--- config.mk ---
export PLATFORM = sky130hd
export DESIGN_NAME = preemptive_priority_scheduler
export DESIGN_NICKNAME = d
export VERILOG_FILES = /design/src/hdl/ppsch_pkg.sv /design/src/hdl/ppsch_cell.sv /design/src/hdl/preemptive_priority_scheduler.sv
export SDC_FILE = /design/constraint.sdc
export NUM_CORES = 2
export LEC_CHECK = 0
export BUFFER_PORTS_ARGS = -buffer_cell sky130_fd_sc_hd__buf_2
export CAP_MARGIN = 10
export CORE_MARGIN = 3
export CORE_UTILIZATION = 53
export CTS_CLUSTER_SIZE = 20
export DETAILED_ROUTE_END_ITERATION = 8
export PLACE_DENSITY_LB_ADDON = 0.2
export SKIP_CTS_REPAIR_TIMING = 1
export SLEW_MARGIN = 15
export SYNTH_ARGS = -nofsm -noshare
export SYNTH_HDL_FRONTEND = slang
export SYNTH_HIERARCHICAL = 1
export SYNTH_SLANG_ARGS = --single-unit
--- constraint.sdc ---
create_clock -name clk -period 6.95 [get_ports clk]
set_input_delay 0.3475 -clock clk [delete_from_list [all_inputs] [get_ports clk]]
set_output_delay 0.3475 -clock clk [all_outputs]
set_load 0.02 [all_outputs]
--- src/hdl/ppsch_pkg.sv ---
package ppsch_pkg;

  localparam int MAX_PROCS_DEF = 16;
  localparam int TIME_BITS_DEF = 16;

  localparam int PID_W   = 8;
  localparam int ARR_W   = 16;
  localparam int BURST_W = 16;
  localparam int PRIO_W  = 8;
  localparam int OUT_W   = 16;

  typedef enum logic {
    OP_LOAD = 1'b0,
    OP_TICK = 1'b1
  } op_t;

  typedef enum logic [1:0] {
    ST_OK     = 2'd0,
    ST_FULL   = 2'd1,
    ST_BURST0 = 2'd2
  } status_t;

  typedef struct packed {
    op_t                operation;
    logic [PID_W-1:0]   proc_id;
    logic [ARR_W-1:0]   arrive_at;
    logic [BURST_W-1:0] burst_len;
    logic [PRIO_W-1:0]  prio_level;
  } item_t;

  typedef struct packed {
    status_t            status;
    logic               ran;
    logic [PID_W-1:0]   ran_pid;
    logic               finished;
    logic [OUT_W-1:0]   turnaround;
    logic [OUT_W-1:0]   waiting;
    logic               all_done;
    logic [OUT_W-1:0]   time_now;
  } result_t;

  // Best-so-far record handed from cell to cell during a scan.
  typedef struct packed {
    logic               found;
    logic [PRIO_W-1:0]  prio;
    logic [PID_W-1:0]   pid;
    logic [ARR_W-1:0]   arrival;
    logic [BURST_W-1:0] burst;
    logic [BURST_W-1:0] left;
  } cand_t;

endpackage

--- src/hdl/ppsch_cell.sv ---
module ppsch_cell #(
  parameter int             TW     = 16,
  parameter int             IW     = 4,
  parameter logic [IW-1:0]  MY_IDX = '0
) (
  input  logic              clk,
  input  logic              rst,
  input  logic              wr,
  input  ppsch_pkg::item_t  item,
  input  logic              step,
  input  logic [TW-1:0]     now,
  input  ppsch_pkg::cand_t  cand_in,
  input  logic [IW-1:0]     idx_in,
  output ppsch_pkg::cand_t  cand_out,
  output logic [IW-1:0]     idx_out
);
  import ppsch_pkg::*;

  logic               valid;
  logic               done;
  logic [PID_W-1:0]   pid;
  logic [ARR_W-1:0]   arrival;
  logic [BURST_W-1:0] burst;
  logic [PRIO_W-1:0]  prio;
  logic [BURST_W-1:0] left;

  logic               eligible;
  logic               take;
  logic [BURST_W-1:0] left_dec;

  assign left_dec = left - BURST_W'(left != '0);
  assign eligible = valid && !done && (TW'(arrival) <= now);
  // strict less-than keeps the lower index on a tie
  assign take     = eligible && (!cand_in.found || (prio < cand_in.prio));

  always_ff @(posedge clk) begin
    if (rst) begin
      valid <= 1'b0;
      done  <= 1'b0;
    end else if (wr) begin
      valid <= 1'b1;
      done  <= 1'b0;
    end else if (step && (left_dec == '0)) begin
      done <= 1'b1;
    end
  end

  always_ff @(posedge clk) begin
    if (wr) begin
      pid     <= item.proc_id;
      arrival <= item.arrive_at;
      burst   <= item.burst_len;
      prio    <= item.prio_level;
      left    <= item.burst_len;
    end else if (step) begin
      left <= left_dec;
    end
  end

  always_ff @(posedge clk) begin
    if (take) begin
      cand_out.found   <= 1'b1;
      cand_out.prio    <= prio;
      cand_out.pid     <= pid;
      cand_out.arrival <= arrival;
      cand_out.burst   <= burst;
      cand_out.left    <= left;
      idx_out          <= MY_IDX;
    end else begin
      cand_out <= cand_in;
      idx_out  <= idx_in;
    end
  end

endmodule

--- src/hdl/preemptive_priority_scheduler.sv ---
// Preemptive priority scheduler over a table of MAX_PROCS process entries, one entry per
// cell in a chain. A load item writes the next free entry unless the table is full or the
// burst is zero; its result is registered in pend and then moved to the output register in
// S_PUT. A tick item sends a best-so-far record down the chain, one cell per cycle, then
// passes through S_UPDATE, S_FIN and S_PUT. After S_PUT the block returns to S_IDLE and
// can take the next item; S_PUT waits while the output register holds an untaken result.
// One item is in flight at a time; a finished result sits in the output register and the
// block takes the next item while it waits. Time saturates at 2**TIME_BITS - 1.
module preemptive_priority_scheduler #(
  parameter int MAX_PROCS = ppsch_pkg::MAX_PROCS_DEF,
  parameter int TIME_BITS = ppsch_pkg::TIME_BITS_DEF
) (
  input  logic                clk,
  input  logic                rst,
  input  logic                item_valid,
  output logic                item_ready,
  input  ppsch_pkg::item_t    item,
  output logic                result_valid,
  input  logic                result_ready,
  output ppsch_pkg::result_t  result
);
  import ppsch_pkg::*;

  localparam int IW   = $clog2(MAX_PROCS);
  localparam int CNTW = $clog2(MAX_PROCS + 1);
  localparam int CW   = (TIME_BITS > OUT_W) ? TIME_BITS : OUT_W;

  typedef enum logic [2:0] {
    S_IDLE,
    S_SCAN,
    S_UPDATE,
    S_FIN,
    S_PUT
  } state_t;

  state_t               state;
  logic [IW-1:0]        scan_cnt;
  logic [CNTW-1:0]      loaded_count;
  logic [CNTW-1:0]      done_count;
  logic [TIME_BITS-1:0] clock_time;
  cand_t                win;
  result_t              pend;

  cand_t                cand_c [0:MAX_PROCS];
  logic [IW-1:0]        idx_c  [0:MAX_PROCS];
  logic [MAX_PROCS-1:0] ld_we;
  logic [MAX_PROCS-1:0] step_en;

  logic                 load_acc;
  logic                 load_full;
  logic                 load_ok;
  logic [CNTW-1:0]      loaded_after;
  logic [TIME_BITS-1:0] time_inc;
  logic [CW-1:0]        now_ext;
  logic                 win_fin;
  logic [CW-1:0]        tat_w;
  logic [CW-1:0]        wait_w;
  cand_t                tail;

  assign item_ready   = (state == S_IDLE);
  assign load_acc     = item_valid && item_ready && (item.operation == OP_LOAD);
  assign load_full    = (loaded_count == CNTW'(MAX_PROCS));
  assign load_ok      = !load_full && (item.burst_len != '0);
  assign loaded_after = loaded_count + CNTW'(load_ok);

  assign time_inc = (clock_time == '1) ? clock_time : clock_time + 1'b1;
  assign now_ext  = CW'(clock_time);
  assign tail     = cand_c[MAX_PROCS];

  // win is latched at the update edge, clock_time already advanced here
  assign win_fin = win.found && (win.left <= BURST_W'(1));
  assign tat_w   = now_ext - CW'(win.arrival);
  assign wait_w  = (tat_w >= CW'(win.burst)) ? tat_w - CW'(win.burst) : '0;

  assign cand_c[0] = '0;
  assign idx_c[0]  = '0;

  for (genvar g = 0; g < MAX_PROCS; g++) begin : g_cell
    assign ld_we[g]   = load_acc && load_ok && (loaded_count == CNTW'(g));
    assign step_en[g] = (state == S_UPDATE) && tail.found && (idx_c[MAX_PROCS] == IW'(g));

    ppsch_cell #(
      .TW     (CW),
      .IW     (IW),
      .MY_IDX (IW'(g))
    ) u_cell (
      .clk      (clk),
      .rst      (rst),
      .wr       (ld_we[g]),
      .item     (item),
      .step     (step_en[g]),
      .now      (now_ext),
      .cand_in  (cand_c[g]),
      .idx_in   (idx_c[g]),
      .cand_out (cand_c[g+1]),
      .idx_out  (idx_c[g+1])
    );
  end

  always_ff @(posedge clk) begin
    if (rst) begin
      state        <= S_IDLE;
      result_valid <= 1'b0;
      loaded_count <= '0;
      done_count   <= '0;
      clock_time   <= '0;
      scan_cnt     <= '0;
    end else begin
      // S_PUT drives result_valid itself
      if (result_valid && result_ready && (state != S_PUT)) begin
        result_valid <= 1'b0;
      end
      case (state)
        S_IDLE: begin
          if (item_valid) begin
            if (item.operation == OP_TICK) begin
              scan_cnt <= '0;
              state    <= S_SCAN;
            end else begin
              pend.status     <= load_full ? ST_FULL :
                                 ((item.burst_len == '0) ? ST_BURST0 : ST_OK);
              pend.ran        <= 1'b0;
              pend.ran_pid    <= '0;
              pend.finished   <= 1'b0;
              pend.turnaround <= '0;
              pend.waiting    <= '0;
              pend.all_done   <= (done_count == loaded_after);
              pend.time_now   <= now_ext[OUT_W-1:0];
              loaded_count    <= loaded_after;
              state           <= S_PUT;
            end
          end
        end
        S_SCAN: begin
          scan_cnt <= scan_cnt + 1'b1;
          if (scan_cnt == IW'(MAX_PROCS - 1)) begin
            state <= S_UPDATE;
          end
        end
        S_UPDATE: begin
          win        <= tail;
          clock_time <= time_inc;
          if (tail.found && (tail.left <= BURST_W'(1))) begin
            done_count <= done_count + 1'b1;
          end
          state <= S_FIN;
        end
        S_FIN: begin
          pend.status     <= ST_OK;
          pend.ran        <= win.found;
          pend.ran_pid    <= win.found ? win.pid : '0;
          pend.finished   <= win_fin;
          pend.turnaround <= win_fin ? tat_w[OUT_W-1:0] : '0;
          pend.waiting    <= win_fin ? wait_w[OUT_W-1:0] : '0;
          pend.all_done   <= (done_count == loaded_count);
          pend.time_now   <= now_ext[OUT_W-1:0];
          state           <= S_PUT;
        end
        S_PUT: begin
          if (!result_valid || result_ready) begin
            result       <= pend;
            result_valid <= 1'b1;
            state        <= S_IDLE;
          end
        end
        default: begin
          state <= S_IDLE;
        end
      endcase
    end
  end

endmodule

==> results.md <==
* Status: completed
* Leak pwr at 0.0393 µW
* Max Clk Rate at 0.229 GHz
* Final TNS setup at 0 ps
* I/O pins at 116
* Clock Sink Count at 2348
* Vias in the first global route at 55300
* DRT Wirelength at 214 mm
* YS warnings at 6
* Worst ir drop on vdd at 0.222 mV
* Slew Limit Fails at 0
* Post-synthesis cell area at 95700 µm²
* Placed wire-length estimate at 143 mm
* Worst-Margin Slew at 1240 ps
* Startpoint Class: register
* Vias per cell at 5.49
* Gpl congestion at 0.874
* Global-route wire length before repair at 326 mm
* Mapped Cells at 7118
* Clk root buf: clkbuf_16
* Core Area at 179000 µm²
* PortBufs at 115
* Critical path type: register to register
* Clk_lat worst skew at 870 ps
* Final setup viols at 0
* DR WL/cell at 21.5 µm
* Drt drc at 0
* CP Max Fanout at 67
* Slew HR at 17.1%
* Max-cap violations at 0
* Drt first-iter violations at 3758
* GR Util All Layers at 22.8%
* Avg Synthesized Cell Area at 13.5 µm²
* Remaining antenna violation count after routing at 0
* Starting density of the core at 53.5%
* Number of buffers created by CTS at 228
* Area growth, synth to finish at 11.5%
* Number of H-tree levels at 4
* Minimum clock period at 4370 ps
* RSZ-0062 raised after global routing: no
* Hold Path Class: input pin to register
* Pin count of the biggest net entering global routing at 81
* Worst path required time at 7660 ps
* Chip height at 431 µm
* DIE WIDTH at 431 µm
* Placed inst area at 98600 µm²
* CTS tree: built
* GRT overflow at 0
* Layout net count at 7880
* PwrDens at 269 nW/µm²
* Row cnt at 155
* Drt first pass iters at 5
* R2R setup slack at 2580 ps
* Final instance area at 107000 µm²
* CTS clk-pin slew, worst paths at 60 ps
* Max Root-Sink Buffers at 3
* Layout cells sized above 1 at 22.2%
* Final period util at 62.9%
* Initial antenna violation count at 5
* Data arrival, critical path at 5090 ps
* Final hold vios at 0
* Final Skew at 61.7 ps
* Endpoint class of the critical path: register
* Die area at 186000 µm²
* Routed vias at 54700
* Fin util at 59.6%
cells in the final DEF, fill, tap and decap left out, types with 24 or more instances in the layout:
cell              n
a211oi_1         24
a21o_1           38
a21oi_1         157
and2_1           46
and3_1           31
buf_2           114
buf_4            84
clkbuf_1         58
clkbuf_16       234
clkbuf_8         40
clkinv_2         43
conb_1           77
dfxtp_1        1146
dlygate4sd3_1    32
edfxtp_1       1202
ha_1            436
inv_1           475
mux2_1           48
mux2_2          789
mux2_4          201
nand2_1         429
nand2b_1         67
nand3_1          99
nand3b_1         30
nand4_1         123
nor2_1          241
nor2b_1          55
nor3_1          150
nor3b_1          34
nor4_1           62
o211ai_1         27
o21ai_0         289
or3_1            31
xnor2_1         192
xor2_1           96
worst max-delay path: stages (launching register included):
cell and delay [ps]:
dfxtp_1 730, buf_4 330, inv_1 80, ha_1 320, nand4_1 180, nor4_1 530, and4_1 300, a31oi_2 120
a2111oi_4 280, buf_4 860, mux2_2 420
metal layers:
metal | track usage, % | vias to the layer above | wire (µm) | part of all wire [%]
met2 | 38.4 | 1283 | 103000 | 48
met5 | 0 | - | 0 | 0
met4 | 8.80 | 0 | 7930 | 3.7
met3 | 3.19 | 405 | 9770 | 4.6
met1 | 29.8 | 26900 | 93500 | 44
li1 | - | 26100 | - | -
final timing paths:
| kind | to | depth (start not counted) | from |
|---|---|---|---|
| max | g_cell[9].u_cell/cand_out[40]$_DFF_P_ | 10 | clock_time[14]$_SDFFE_PP0P_ |
| min | g_cell[12].u_cell/arrival[11]$_DFFE_PP_ | 1 | item[35] |
| max reg2reg | g_cell[9].u_cell/cand_out[40]$_DFF_P_ | 10 | clock_time[14]$_SDFFE_PP0P_ |
| min reg2reg | result[4]$_DFFE_PP_ | 0 | pend[4]$_DFFE_PP_ |
power by group:
group	switching (µW)	leakage [µW]	total [µW]	internal (µW)
Sequential	180	0.0202	15200	15000
Clock	5280	0.00384	12600	7280
Combinational	477	0.0152	949	472
Total	5940	0.0393	28700	22800
per-stage QoR:
step | power, µW | hold slack, ps | worst slack, ps | instances
after global routing | 29700 | 1.28 | 2310 | 9953
after floorplan | 16000 | 386 | 1130 | 7194
after detailed placement | 16400 | 389 | 2390 | 9482
after global placement | 16400 | 387 | 2430 | 9482
after CTS | 29000 | -162 | 2530 | 9920
final | 28700 | 36.6 | 2580 | 9958
registers in the layout, indices dropped and copies added, names as in the netlist:
| register | count |
|---|---|
| done_count | 5 |
| g_cell.u_cell/burst | 256 |
| g_cell.u_cell/left | 256 |
| result_valid | 1 |
| g_cell.u_cell/idx_out | 64 |
| win | 56 |
| g_cell.u_cell/valid | 16 |
| result | 61 |
| state | 3 |
| pend | 61 |
| scan_cnt | 4 |
| g_cell.u_cell/prio | 128 |
| loaded_count | 5 |
| clock_time | 16 |
| g_cell.u_cell/pid | 128 |
| g_cell.u_cell/cand_out | 1016 |
| g_cell.u_cell/arrival | 256 |
| g_cell.u_cell/done | 16 |
layout make-up:
cell class	instances	area (µm²)
multi-input combinational	4105	33600
antenna	6	15.0
fill	13900	72300
clock buffer	332	6620
timing repair buffer	231	1540
inverter	475	1780
clock inverter	106	1200
tap	2355	2950
sequential	2348	59000
(Power assumes the default switching activity.)
